==> config.mk <==
export PLATFORM = sky130hd
export DESIGN_NAME = sha256_stream_hash_top_flat
export DESIGN_NICKNAME = d
export VERILOG_FILES = /design/src/rtl/sha256_pkg.sv /design/src/rtl/sha256_ifs.sv /design/src/rtl/sha256_sched.sv /design/src/rtl/sha256_core.sv /design/src/rtl/sha256_stream_hash_top.sv /design/src/flat_wrapper.sv
export VERILOG_INCLUDE_DIRS = /design/src /design/src/rtl
export SDC_FILE = /design/constraint.sdc
export NUM_CORES = 2
export LEC_CHECK = 0
export BUFFER_PORTS_ARGS = -buffer_cell sky130_fd_sc_hd__buf_2
export CORE_MARGIN = 4
export CORE_UTILIZATION = 59
export CTS_CLUSTER_SIZE = 25
export DETAILED_ROUTE_END_ITERATION = 6
export PLACE_DENSITY_LB_ADDON = 0.25
export SETUP_SLACK_MARGIN = 0.4
export SLEW_MARGIN = 20
export SYNTH_ARGS = -nofsm -noshare
export SYNTH_HDL_FRONTEND = slang
export SYNTH_SLANG_ARGS = --single-unit
==> constraint.sdc <==
create_clock -name clk -period 14.55 [get_ports clk]
set_input_delay 0.7275 -clock clk [delete_from_list [all_inputs] [get_ports clk]]
set_output_delay 0.7275 -clock clk [all_outputs]
set_load 0.02 [all_outputs]
==> src/rtl/sha256_stream_hash_top_macros.svh <==
// Assertion macros for the top level of the SHA-256 stream hash.
`ifndef SHA256_STREAM_HASH_TOP_MACROS_SVH
`define SHA256_STREAM_HASH_TOP_MACROS_SVH

// Same-cycle implication, sampled on clk and switched off while arst_n is low.
`define SHA256_ASSERT_IMP(lbl, ante, cons, msg) \
	lbl: assert property (@(posedge clk) disable iff (!arst_n) (ante) |-> (cons)) \
		else $error(msg);

// Next-cycle implication, sampled on clk and switched off while arst_n is low.
`define SHA256_ASSERT_NXT(lbl, ante, cons, msg) \
	lbl: assert property (@(posedge clk) disable iff (!arst_n) (ante) |=> (cons)) \
		else $error(msg);

`endif

==> src/rtl/sha256_pkg.sv <==
// Types and constants shared by the SHA-256 stream hash modules.
package sha256_pkg;

	// One message request: a byte, its presence flag and the end marker.
	typedef struct packed {
		logic [7:0] data_byte;
		logic       byte_present;
		logic       end_of_message;
	} msg_item_t;

	// One digest request.
	typedef struct packed {
		logic [31:0] digest_word;
		logic [2:0]  word_index;
		logic        last_word;
	} dig_item_t;

	typedef logic [7:0][31:0] hash_t;

	// Controls for the message buffer and schedule window.
	typedef struct packed {
		logic       load_byte;
		logic [7:0] byte_val;
		logic       shift_word;
	} sched_ctrl_t;

	// Controls for the round unit and hash registers.
	typedef struct packed {
		logic       round_en;
		logic [5:0] round_idx;
		logic       fin_en;
		logic       reinit;
	} core_ctrl_t;

	localparam logic [31:0] HASH_IV [8] = '{
		32'h6a09e667, 32'hbb67ae85, 32'h3c6ef372, 32'ha54ff53a,
		32'h510e527f, 32'h9b05688c, 32'h1f83d9ab, 32'h5be0cd19
	};

	localparam logic [31:0] ROUND_K [64] = '{
		32'h428a2f98, 32'h71374491, 32'hb5c0fbcf, 32'he9b5dba5,
		32'h3956c25b, 32'h59f111f1, 32'h923f82a4, 32'hab1c5ed5,
		32'hd807aa98, 32'h12835b01, 32'h243185be, 32'h550c7dc3,
		32'h72be5d74, 32'h80deb1fe, 32'h9bdc06a7, 32'hc19bf174,
		32'he49b69c1, 32'hefbe4786, 32'h0fc19dc6, 32'h240ca1cc,
		32'h2de92c6f, 32'h4a7484aa, 32'h5cb0a9dc, 32'h76f988da,
		32'h983e5152, 32'ha831c66d, 32'hb00327c8, 32'hbf597fc7,
		32'hc6e00bf3, 32'hd5a79147, 32'h06ca6351, 32'h14292967,
		32'h27b70a85, 32'h2e1b2138, 32'h4d2c6dfc, 32'h53380d13,
		32'h650a7354, 32'h766a0abb, 32'h81c2c92e, 32'h92722c85,
		32'ha2bfe8a1, 32'ha81a664b, 32'hc24b8b70, 32'hc76c51a3,
		32'hd192e819, 32'hd6990624, 32'hf40e3585, 32'h106aa070,
		32'h19a4c116, 32'h1e376c08, 32'h2748774c, 32'h34b0bcb5,
		32'h391c0cb3, 32'h4ed8aa4a, 32'h5b9cca4f, 32'h682e6ff3,
		32'h748f82ee, 32'h78a5636f, 32'h84c87814, 32'h8cc70208,
		32'h90befffa, 32'ha4506ceb, 32'hbef9a3f7, 32'hc67178f2
	};

	localparam logic [7:0] PAD_BYTE = 8'h80;
	localparam logic [5:0] LEN_POS  = 6'd56;

endpackage

==> src/rtl/sha256_ifs.sv <==
// Valid/ready channel interfaces for message bytes and digest words.
interface sha256_msg_if;
	import sha256_pkg::*;
	logic      valid;
	logic      ready;
	msg_item_t payload;
	modport source (output valid, output payload, input ready);
	modport sink (input valid, input payload, output ready);
endinterface

interface sha256_dig_if;
	import sha256_pkg::*;
	logic      valid;
	logic      ready;
	dig_item_t payload;
	modport source (output valid, output payload, input ready);
	modport sink (input valid, input payload, output ready);
endinterface

==> src/rtl/sha256_sched.sv <==
// Block buffer that doubles as the sliding sixteen-word message schedule.
module sha256_sched (
	input  logic                     clk,
	input  sha256_pkg::sched_ctrl_t  ctrl,
	output logic [31:0]              w_cur
);
	import sha256_pkg::*;

	logic [511:0] buf_q;
	logic [31:0]  w1, w9, w14, w_new;

	function automatic logic [31:0] small_s0(input logic [31:0] x);
		small_s0 = {x[6:0], x[31:7]} ^ {x[17:0], x[31:18]} ^ (x >> 3);
	endfunction

	function automatic logic [31:0] small_s1(input logic [31:0] x);
		small_s1 = {x[16:0], x[31:17]} ^ {x[18:0], x[31:19]} ^ (x >> 10);
	endfunction

	// Word k of the window sits k words below the top; word 0 is the current one.
	assign w_cur = buf_q[511:480];
	assign w1    = buf_q[479:448];
	assign w9    = buf_q[223:192];
	assign w14   = buf_q[63:32];
	assign w_new = small_s1(w14) + w9 + small_s0(w1) + w_cur;

	always_ff @(posedge clk) begin
		if (ctrl.load_byte) begin
			buf_q <= {buf_q[503:0], ctrl.byte_val};
		end else if (ctrl.shift_word) begin
			buf_q <= {buf_q[479:0], w_new};
		end
	end

endmodule

==> src/rtl/sha256_core.sv <==
// Shared SHA-256 round unit with the working and hash registers.
module sha256_core (
	input  logic                    clk,
	input  logic                    arst_n,
	input  sha256_pkg::core_ctrl_t  ctrl,
	input  logic [31:0]             w_cur,
	output sha256_pkg::hash_t       hash
);
	import sha256_pkg::*;

	logic [31:0] hash_q [8];
	logic [31:0] work_q [8];
	logic [31:0] sum [8];
	logic [31:0] t1, t2, big_s0, big_s1, ch, maj;

	assign big_s1 = {work_q[4][5:0], work_q[4][31:6]} ^ {work_q[4][10:0], work_q[4][31:11]}
		^ {work_q[4][24:0], work_q[4][31:25]};
	assign big_s0 = {work_q[0][1:0], work_q[0][31:2]} ^ {work_q[0][12:0], work_q[0][31:13]}
		^ {work_q[0][21:0], work_q[0][31:22]};
	assign ch  = (work_q[4] & work_q[5]) ^ (~work_q[4] & work_q[6]);
	assign maj = (work_q[0] & work_q[1]) ^ (work_q[0] & work_q[2]) ^ (work_q[1] & work_q[2]);
	assign t1  = work_q[7] + big_s1 + ch + ROUND_K[ctrl.round_idx] + w_cur;
	assign t2  = big_s0 + maj;

	always_comb begin
		for (int i = 0; i < 8; i++) begin
			sum[i] = hash_q[i] + work_q[i];
			hash[i] = hash_q[i];
		end
	end

	// The working words always leave a block equal to the new hash, so the
	// next block starts its rounds without a separate load.
	always_ff @(posedge clk or negedge arst_n) begin
		if (!arst_n) begin
			for (int i = 0; i < 8; i++) begin
				hash_q[i] <= HASH_IV[i];
				work_q[i] <= HASH_IV[i];
			end
		end else if (ctrl.reinit) begin
			for (int i = 0; i < 8; i++) begin
				hash_q[i] <= HASH_IV[i];
				work_q[i] <= HASH_IV[i];
			end
		end else if (ctrl.fin_en) begin
			for (int i = 0; i < 8; i++) begin
				hash_q[i] <= sum[i];
				work_q[i] <= sum[i];
			end
		end else if (ctrl.round_en) begin
			work_q[0] <= t1 + t2;
			work_q[1] <= work_q[0];
			work_q[2] <= work_q[1];
			work_q[3] <= work_q[2];
			work_q[4] <= work_q[3] + t1;
			work_q[5] <= work_q[4];
			work_q[6] <= work_q[5];
			work_q[7] <= work_q[6];
		end
	end

endmodule

==> src/rtl/sha256_stream_hash_top.sv <==
// Top level of the SHA-256 stream hash: sequencer, padding, length count and digest output.
//
// The block hashes a message that arrives one byte per request on msg and
// returns the 256-bit digest as eight 32-bit requests on dig, most significant
// word first, with word_index counting 0 to 7 and last_word high on the
// eighth. A request with byte_present low and end_of_message high ends the
// message without adding a byte, so an empty message is hashed correctly; a
// request with neither flag set is taken and has no effect. A byte request is
// taken with msg staying ready unless it completes a 64-byte block, in which
// case the block is compressed by a single shared round unit, one round per
// cycle, and msg stays not ready through the 64 rounds and the step that adds
// the working words into the hash. On the end request the block feeds the
// padding through the same byte path, one byte per cycle, up to the end of the
// current block or of the next one when the 0x80 marker falls in the last
// eight byte positions; each block so filled is compressed the same way. The
// eight digest words then wait on dig, one per accepted request, and msg is
// not ready until the last has been taken, after which the hash state is back
// at its initial values and the next byte starts a new message. The bit length
// is held in 64 bits and wraps. The message buffer and the sixteen-word
// schedule window are one shift register, so there is no memory and no
// clearing pass after reset.
`include "sha256_stream_hash_top_macros.svh"

module sha256_stream_hash_top (
	input  logic               clk,
	input  logic               arst_n,
	sha256_msg_if.sink         msg,
	sha256_dig_if.source       dig
);
	import sha256_pkg::*;

	localparam logic [2:0] ST_IDLE = 3'd0;
	localparam logic [2:0] ST_PAD  = 3'd1;
	localparam logic [2:0] ST_COMP = 3'd2;
	localparam logic [2:0] ST_FIN  = 3'd3;
	localparam logic [2:0] ST_OUT  = 3'd4;

	logic [2:0]  state_q;
	logic [5:0]  fill_q;
	logic [63:0] bits_q;
	logic [5:0]  rnd_q;
	logic [2:0]  oidx_q;
	logic        end_pend_q;   // the message has ended and padding is under way
	logic        pad_sent_q;   // the 0x80 marker byte has been placed
	logic        len_ok_q;     // the current block carries the length field
	logic        last_blk_q;   // the block being compressed is the final one

	logic        msg_acc, dig_acc;
	logic        push_en, wrap, is_len;
	logic [7:0]  push_val;
	logic [7:0][7:0] len_bytes;
	logic [31:0] w_cur;
	hash_t       hash;
	sched_ctrl_t sched_ctrl;
	core_ctrl_t  core_ctrl;

	assign msg.ready = (state_q == ST_IDLE);
	assign msg_acc   = msg.valid && msg.ready;
	assign dig.valid = (state_q == ST_OUT);
	assign dig_acc   = dig.valid && dig.ready;

	assign dig.payload.digest_word = hash[oidx_q];
	assign dig.payload.word_index  = oidx_q;
	assign dig.payload.last_word   = (oidx_q == 3'd7);

	// Length bytes go out big-endian in the last eight positions of the block.
	assign len_bytes = bits_q;
	assign is_len    = pad_sent_q && len_ok_q && (fill_q[5:3] == LEN_POS[5:3]);

	always_comb begin
		push_en  = 1'b0;
		push_val = msg.payload.data_byte;
		if (state_q == ST_IDLE) begin
			push_en = msg_acc && msg.payload.byte_present;
		end else if (state_q == ST_PAD) begin
			push_en = 1'b1;
			if (!pad_sent_q) begin
				push_val = PAD_BYTE;
			end else if (is_len) begin
				push_val = len_bytes[3'd7 - fill_q[2:0]];
			end else begin
				push_val = 8'h00;
			end
		end
	end

	assign wrap = push_en && (fill_q == 6'd63);

	assign sched_ctrl.load_byte  = push_en;
	assign sched_ctrl.byte_val   = push_val;
	assign sched_ctrl.shift_word = (state_q == ST_COMP);

	assign core_ctrl.round_en  = (state_q == ST_COMP);
	assign core_ctrl.round_idx = rnd_q;
	assign core_ctrl.fin_en    = (state_q == ST_FIN);
	assign core_ctrl.reinit    = dig_acc && dig.payload.last_word;

	sha256_sched u_sched (
		.clk   (clk),
		.ctrl  (sched_ctrl),
		.w_cur (w_cur)
	);

	sha256_core u_core (
		.clk    (clk),
		.arst_n (arst_n),
		.ctrl   (core_ctrl),
		.w_cur  (w_cur),
		.hash   (hash)
	);

	always_ff @(posedge clk or negedge arst_n) begin
		if (!arst_n) begin
			state_q    <= ST_IDLE;
			fill_q     <= '0;
			bits_q     <= '0;
			rnd_q      <= '0;
			oidx_q     <= '0;
			end_pend_q <= 1'b0;
			pad_sent_q <= 1'b0;
			len_ok_q   <= 1'b0;
			last_blk_q <= 1'b0;
		end else begin
			if (push_en) begin
				fill_q <= fill_q + 6'd1;
			end
			case (state_q)
				ST_IDLE: begin
					if (msg_acc) begin
						end_pend_q <= msg.payload.end_of_message;
						if (msg.payload.byte_present) begin
							bits_q <= bits_q + 64'd8;
						end
						if (wrap) begin
							state_q <= ST_COMP;
						end else if (msg.payload.end_of_message) begin
							state_q <= ST_PAD;
						end
					end
				end
				ST_PAD: begin
					pad_sent_q <= 1'b1;
					// The marker leaves room for the length in its own block
					// only when it lands before the length field.
					if (!pad_sent_q && (fill_q[5:3] != LEN_POS[5:3])) begin
						len_ok_q <= 1'b1;
					end
					if (wrap) begin
						last_blk_q <= is_len;
						state_q    <= ST_COMP;
					end
				end
				ST_COMP: begin
					rnd_q <= rnd_q + 6'd1;
					if (rnd_q == 6'd63) begin
						state_q <= ST_FIN;
					end
				end
				ST_FIN: begin
					if (last_blk_q) begin
						oidx_q  <= '0;
						state_q <= ST_OUT;
					end else if (end_pend_q) begin
						if (pad_sent_q) begin
							len_ok_q <= 1'b1;
						end
						state_q <= ST_PAD;
					end else begin
						state_q <= ST_IDLE;
					end
				end
				ST_OUT: begin
					if (dig_acc) begin
						if (dig.payload.last_word) begin
							fill_q     <= '0;
							bits_q     <= '0;
							end_pend_q <= 1'b0;
							pad_sent_q <= 1'b0;
							len_ok_q   <= 1'b0;
							last_blk_q <= 1'b0;
							state_q    <= ST_IDLE;
						end else begin
							oidx_q <= oidx_q + 3'd1;
						end
					end
				end
				default: begin
					state_q <= ST_IDLE;
				end
			endcase
		end
	end

	// While digest words are on offer no message request may be taken.
	`SHA256_ASSERT_IMP(a_no_overlap, dig.valid, !msg.ready, "message taken during digest output")

	// Digest words leave in order with no gap in the index.
	`SHA256_ASSERT_NXT(a_word_order, dig_acc && !dig.payload.last_word,
		dig.valid && (dig.payload.word_index == 3'($past(dig.payload.word_index) + 3'd1)),
		"digest word index out of order")

	// After the last word the block is ready for a fresh message.
	`SHA256_ASSERT_NXT(a_reinit, dig_acc && dig.payload.last_word,
		msg.ready && (fill_q == 6'd0) && (bits_q == 64'd0),
		"state not reinitialised after digest")

	// The round counter steps once per cycle through a compression.
	`SHA256_ASSERT_NXT(a_round_step, (state_q == ST_COMP) && (rnd_q != 6'd63),
		(state_q == ST_COMP) && (rnd_q == 6'($past(rnd_q) + 6'd1)),
		"compression rounds interrupted")

endmodule

==> src/flat_wrapper.sv <==
// flat-port wrapper written by rule: the top's interface ports become plain ports
module sha256_stream_hash_top_flat import sha256_pkg::*;
  (clk, arst_n, msg_valid, msg_payload, msg_ready, dig_valid, dig_payload, dig_ready);
  sha256_msg_if msg_i ();
  sha256_dig_if dig_i ();
  input  logic clk;
  input  logic arst_n;
  input wire logic [$bits(msg_i.valid)-1:0] msg_valid;
  input wire logic [$bits(msg_i.payload)-1:0] msg_payload;
  output wire logic [$bits(msg_i.ready)-1:0] msg_ready;
  output wire logic [$bits(dig_i.valid)-1:0] dig_valid;
  output wire logic [$bits(dig_i.payload)-1:0] dig_payload;
  input wire logic [$bits(dig_i.ready)-1:0] dig_ready;
  assign msg_i.valid = msg_valid;
  assign msg_i.payload = msg_payload;
  assign msg_ready = msg_i.ready;
  assign dig_valid = dig_i.valid;
  assign dig_payload = dig_i.payload;
  assign dig_i.ready = dig_ready;
  sha256_stream_hash_top u_core (.clk(clk), .arst_n(arst_n), .msg(msg_i), .dig(dig_i));
endmodule
---- Word-level counts from Yosys, hierarchy flattened ----
Memories as Yosys holds them, arrays and structs flattened.
Cells that the tools add are included.
Widths: inputs -> output; s select.
cells by class
  $add $sub $neg .......................... 23
  multipliers ............................. 0
  div/mod/pow operators ................... 0
  magnitude comparators ................... 3
  equality and inequality tests ........... 22
  shifts and indexed selects .............. 0
  mux-type cells .......................... 54
  bitwise operators ....................... 18
  reductions and logical operators ........ 24
operators by type and width
  kind                   number
  $mux 256               5
  $mux 512               2
  $add 32x32->32         18
  $xor 32x32->32         9
  $mux 64                4
  $and 32x32->32         5
  $pmux 64 s2            1
  $bmux 32 s3            1
  $mux 32                3
  $add 64x4->64 const B  1
  $mux 8                 5
  $mux 3                 11
  $not 32->32            1
  $xor 32x22->32         1
  $xor 32x29->32         1
  $bmux 8 s3             1
  $mux 6                 4
  $pmux 3 s5             1
  $ne 2x2->1 const B     7
  $add 6x1->6 const B    2
  $eq 6x6->1 const B     2
  $reduce_and 4->1       3
  $mux 1                 11
  $ne 2x1->1 const B     5
  other kinds (21)       40
word-level totals
  flip-flop bits (word level) ............. 1,110
  bits in latches ......................... 0
  memory bits (writable) .................. 0
  ROM bits ................................ 2,048
  word-level logic and storage cells ...... 171
  memories kept ........................... 1
memories
  name             depth  bits a word  rd ports  clocked after memory_dff  write ports  line               source
  (no name shown)  64     32           1         0                         0            sha256_core.sv:22  assign t1 = work_q[7] + big_s1 + ch + ROUND_K[ctrl.round_idx] + w_cur;

---- Longest topological paths before layout ----
  depth after elaboration ................. 10
  gate-level depth with buffers ........... 39
  depth with buffers taken out ............ 37

---- Cells and area by module ----
Synthesis repeated with hierarchy kept, for this count alone.
second synthesis, totals
  cells, all modules ...................... 7,766
  area total of the unflattened synthesis .. 78,607.9 um^2
modules (own cells, without submodules)
  module                  instances  cells each  area an instance (um^2)  seq. area each (um^2)
  sha256_core             1          5,386       45,747.6                 13,152.6
  sha256_sched            1          1,745       26,098.8                 15,374.7
  sha256_stream_hash_top  1          635         6,761.5                  2,077.0

---- Least setup slack after synthesis ----
OpenSTA, ideal clock, no wires.
  kind .................................... input port to flip-flop
  start ................................... in msg_valid
  end ..................................... reg u_core.u_sched.buf_q[0] (enable)
  library setup time ...................... 3.635 ns
  arrival ................................. 10.134 ns
  required time ........................... 10.915 ns
  path slack .............................. 0.781 ns
  stages on the path ...................... 6
  path buffers ............................ 3
  path through ............................ a21oi_1 -> or3_1 -> clkbuf_1 -> clkbuf_1 -> clkbuf_1 -> nand2_1
on the way
  cells in the longest elaborated chain, start to end .. 4
ends and longest elaborated chain
  what                         line                          source
  from (decl)                  flat_wrapper.sv:8             input wire logic [$bits(msg_i.valid)-1:0] msg_valid;
  $logic_and 1x1->1            sha256_stream_hash_top.sv:58  assign msg_acc = msg.valid && msg.ready;
  $logic_and 1x1->1            sha256_stream_hash_top.sv:74  push_en = msg_acc && msg.payload.byte_present;
  $mux 1                       sha256_stream_hash_top.sv:73  if (state_q == ST_IDLE) begin
  $reduce_bool 2->1 (no line)  n/a
  to (signal assigned)         sha256_sched.sv:29            buf_q <= {buf_q[503:0], ctrl.byte_val};
  to (signal assigned)         sha256_sched.sv:31            buf_q <= {buf_q[479:0], w_new};
  to (decl)                    sha256_sched.sv:9             logic [511:0] buf_q;
No other way between the ends.
A chain may end at the register's enable or synchronous reset.

---- Worst setup path after layout ----
  start ................................... reg u_core.rnd_q[1]
  end ..................................... reg u_core.u_core.work_q[253] (netlist bit)
on the way
  cells in the longest elaborated chain, start to end .. 10
ends and longest elaborated chain
  what                                        line                           source
  from (decl)                                 sha256_stream_hash_top.sv:41   logic [5:0] rnd_q;
  from (signal assigned)                      sha256_stream_hash_top.sv:154  rnd_q <= rnd_q + 6'd1;
  $not 6->7 (not written as such)             sha256_core.sv:22
  $mem_v2 64x32                               n/a
  $mux 32 (not written as such) (2 in a row)  sha256_core.sv:22
  $add 32x32->32 (2 in a row)                 sha256_core.sv:22
  $add 32x32->32                              sha256_core.sv:51              work_q[0] <= t1 + t2;
  $mux 256                                    sha256_core.sv:50              end else if (ctrl.round_en) begin
  $mux 256                                    sha256_core.sv:45              end else if (ctrl.fin_en) begin
  $mux 256                                    sha256_core.sv:40              end else if (ctrl.reinit) begin
  to (signal, indexed assignment)             sha256_core.sv:38              work_q[i] <= HASH_IV[i];
  to (signal, indexed assignment)             sha256_core.sv:43              work_q[i] <= HASH_IV[i];
  to (signal, indexed assignment)             sha256_core.sv:48              work_q[i] <= sum[i];
  to (decl)                                   sha256_core.sv:12              logic [31:0] work_q [8];
No other way between the ends. The select of a mux whose other input is x is not followed.

==> results.toml <==
[placement]
post-dp-hpwl_um = 184000
io_buffers = 51
gp_congestion = 1.01

[clocking]
cts_tree = "built"
htreeDepth = 3
clk_latency_ns = 0.78
cts-buffers-inserted = 120
cts-root-buf = "clkbuf_16"
cts.clk_slew.worst_paths_ns = 0.06
cts_sinks = 1107
cts_hold_buf = 0
cts_buffer_depth = 3
post_cts_buffers = 0
post_cts_resize_count = 0

[layout]
postLayoutCoreUtil = 0.638
finalNetCount = 9050
drive_gt1_frac = 0.0905
most-common-layout-cells = "nand2_1, a21oi_1, o21ai_0"
fillerInstances = 10900
final_common_cell = "nand2_1"
areaGrowthSynthToFinish_pct = 6.85

[sta]
fin_crit_ns = 10.06
setup_viol = 0
hold_viol_final = 0
slew_violations = 0
fin_skew_ns = 0.0456
fin_setup_tns_ns = 0
timing.final.crit_share = 0.691
grt_setup_unrepaired = "false"
clock.fmax_mhz = 99.4
tightest_slew_ns = 1.31
slew-limit-headroom = 0.118

[yosys]
yosys_warnings = 0
synth.area.top_cells = "edfxtp_1, nand2_1, dfrtp_1"
synth_area_per_cell_um2 = 8.91
synth_seq_cells = 1107
synth-seq-area-share = 0.393
synth.net_count = 9338
synthCells = 8735
synth_edf_count = 512
synth_top_area_cell = "edfxtp_1"
async_reset_ff_frac = 0.537
synth_area_um2 = 77800
synth.distinct_cells = 102
synth_ff_type = "edfxtp_1"
yosysTopAreaCellShare = 0.198

[die]
dieHeight_um = 371
dieArea_um2 = 138000
io_pins = 52
die_w_um = 371
rows = 132
start_util = 0.597
coreArea_um2 = 130000

[min_path]
hold_class = "in -> async"

[critical_path]
start_kind = "flop"
critPathMaxStageDelay_ns = 0.87
critical_path_class = "reg -> reg"
slowest_stage = "ha_1"
critical_path_buf_inv_count = 5
required_ns = 15.26
worstPathMaxFanout = 20
arrival_ns = 10.77
r2r_setup_slack_ns = 4.49
critPathTopFamily = "adder cells"
cp-end-kind = "flop"

[detailed_routing]
firstDrtPassIters = 6
ant_nets = 0
wirelength_um = 255000
detail_route.vias_per_cell = 6.38
drt_iter0_drc = 8306
drc = 0
dr_total_vias = 65700
routedWlPerCell_um = 24.8

[job]
cap_violations = 0

[global_route]
grt_pass1_wl_um = 385000
antenna_found_initial = 4
grt_pass1_vias = 61900
grt_overflow = 0
grt_start_max_net_pins = 254
grt_usage = 0.365

[status]
status = "finished clean"
-- stage by stage --
step | hold slack [ns] | instance area (µm²) | std cells | setup WS (ns)
final | 0.00433 | 83200 | 10300 | 4.49
after global routing | 0.0606 | 83100 | 10300 | 3.87
after CTS | 0.0179 | 83100 | 10300 | 4.66
after detailed placement | 0.497 | 79000 | 10100 | 4.68
after global placement | 0.488 | 79000 | 10100 | 4.78
after floorplan | 0.432 | 77800 | 8735 | 0.781
-- worst register-to-register path: cells and delay by family, from the launching register on --
| family | cells | cell delay, ns |
|---|---|---|
| AOI/OAI and AO/OA | 14 | 2.86 |
| xor gates and xnor gates | 2 | 0.54 |
| buffers and inverters | 5 | 0.85 |
| adders and majority gates | 7 | 3.34 |
| and+or+nand+nor | 8 | 1.61 |
| DFF | 1 | 0.81 |
-- cells in the mapped netlist (75+ instances only) --
library cell,n
nor2_1,515
ha_1,394
nand3_1,155
o21ai_0,527
o211ai_1,123
edfxtp_1,512
dfstp_2,272
xor2_1,195
a21oi_1,613
clkbuf_1,467
nand2_1,2178
nor3_1,110
inv_1,345
mux2i_1,91
a21o_1,177
fa_1,195
xnor2_1,433
dfrtp_1,323
mux4_2,83
a211oi_1,75
-- final timing paths --
kind / startpoint / to / cells after the start
worst max-delay path: u_core.rnd_q[1] / u_core.u_core.work_q[253] / 36
max in group asynchronous: arst_n / u_core.rnd_q[3] / 4
worst min-delay path: arst_n / u_core.u_core.work_q[149] / 1
worst max register to register: u_core.rnd_q[1] / u_core.u_core.work_q[253] / 36
worst min register to register: u_core.u_core.hash[128] / u_core.u_core.hash[128] / 2
min in group clk: msg_payload[1] / u_core.bits_q[3] / 3
-- cells by family after synthesis --
group                      count (synthesis)  share of synthesized area
AOI/OAI and AO/OA                       2030                      0.164
xor gates and xnor gates                 631                     0.0715
adders and majority gates                591                      0.114
buffers and inverters                    883                     0.0426
DFF                                     1107                      0.393
muxes                                    200                     0.0395
and+or+nand+nor                         3293                      0.175
-- final cells by class --
type                    instances  area [µm²]  area share
diodes                          1        2.50   0.0000301
clock buffers                 157        3270      0.0393
clock inverters                72         843      0.0101
inverters                     348        1310      0.0157
multi-input cells            6745       44000       0.529
flip-flops and latches       1107       30600       0.368
well taps                    1742        2180      0.0262
repair buffers                125         923      0.0111
-- routing by layer --
| metal | global-route usage | share of wire |
|---|---|---|
| met5 | 0 | 0.000051 |
| met3 | 0.0976 | 0.12 |
| met1 | 0.548 | 0.44 |
| met4 | 0.113 | 0.035 |
| met2 | 0.515 | 0.41 |
-- sequential cells by signal (all words and copies together), names as in the netlist --
| name | cells |
|---|---|
| u_core.last_blk_q | 1 |
| u_core.rnd_q | 6 |
| u_core.oidx_q | 3 |
| u_core.state_q | 3 |
| u_core.len_ok_q | 1 |
| u_core.u_core.work_q | 256 |
| u_core.u_core.hash | 256 |
| u_core.end_pend_q | 1 |
| u_core.bits_q | 61 |
| u_core.u_sched.buf_q | 512 |
| u_core.pad_sent_q | 1 |
| u_core.fill_q | 6 |
Power is left out: the tool's default activity adds up to more than one toggle a clock period on the data nets, which glitch-free logic cannot reach.
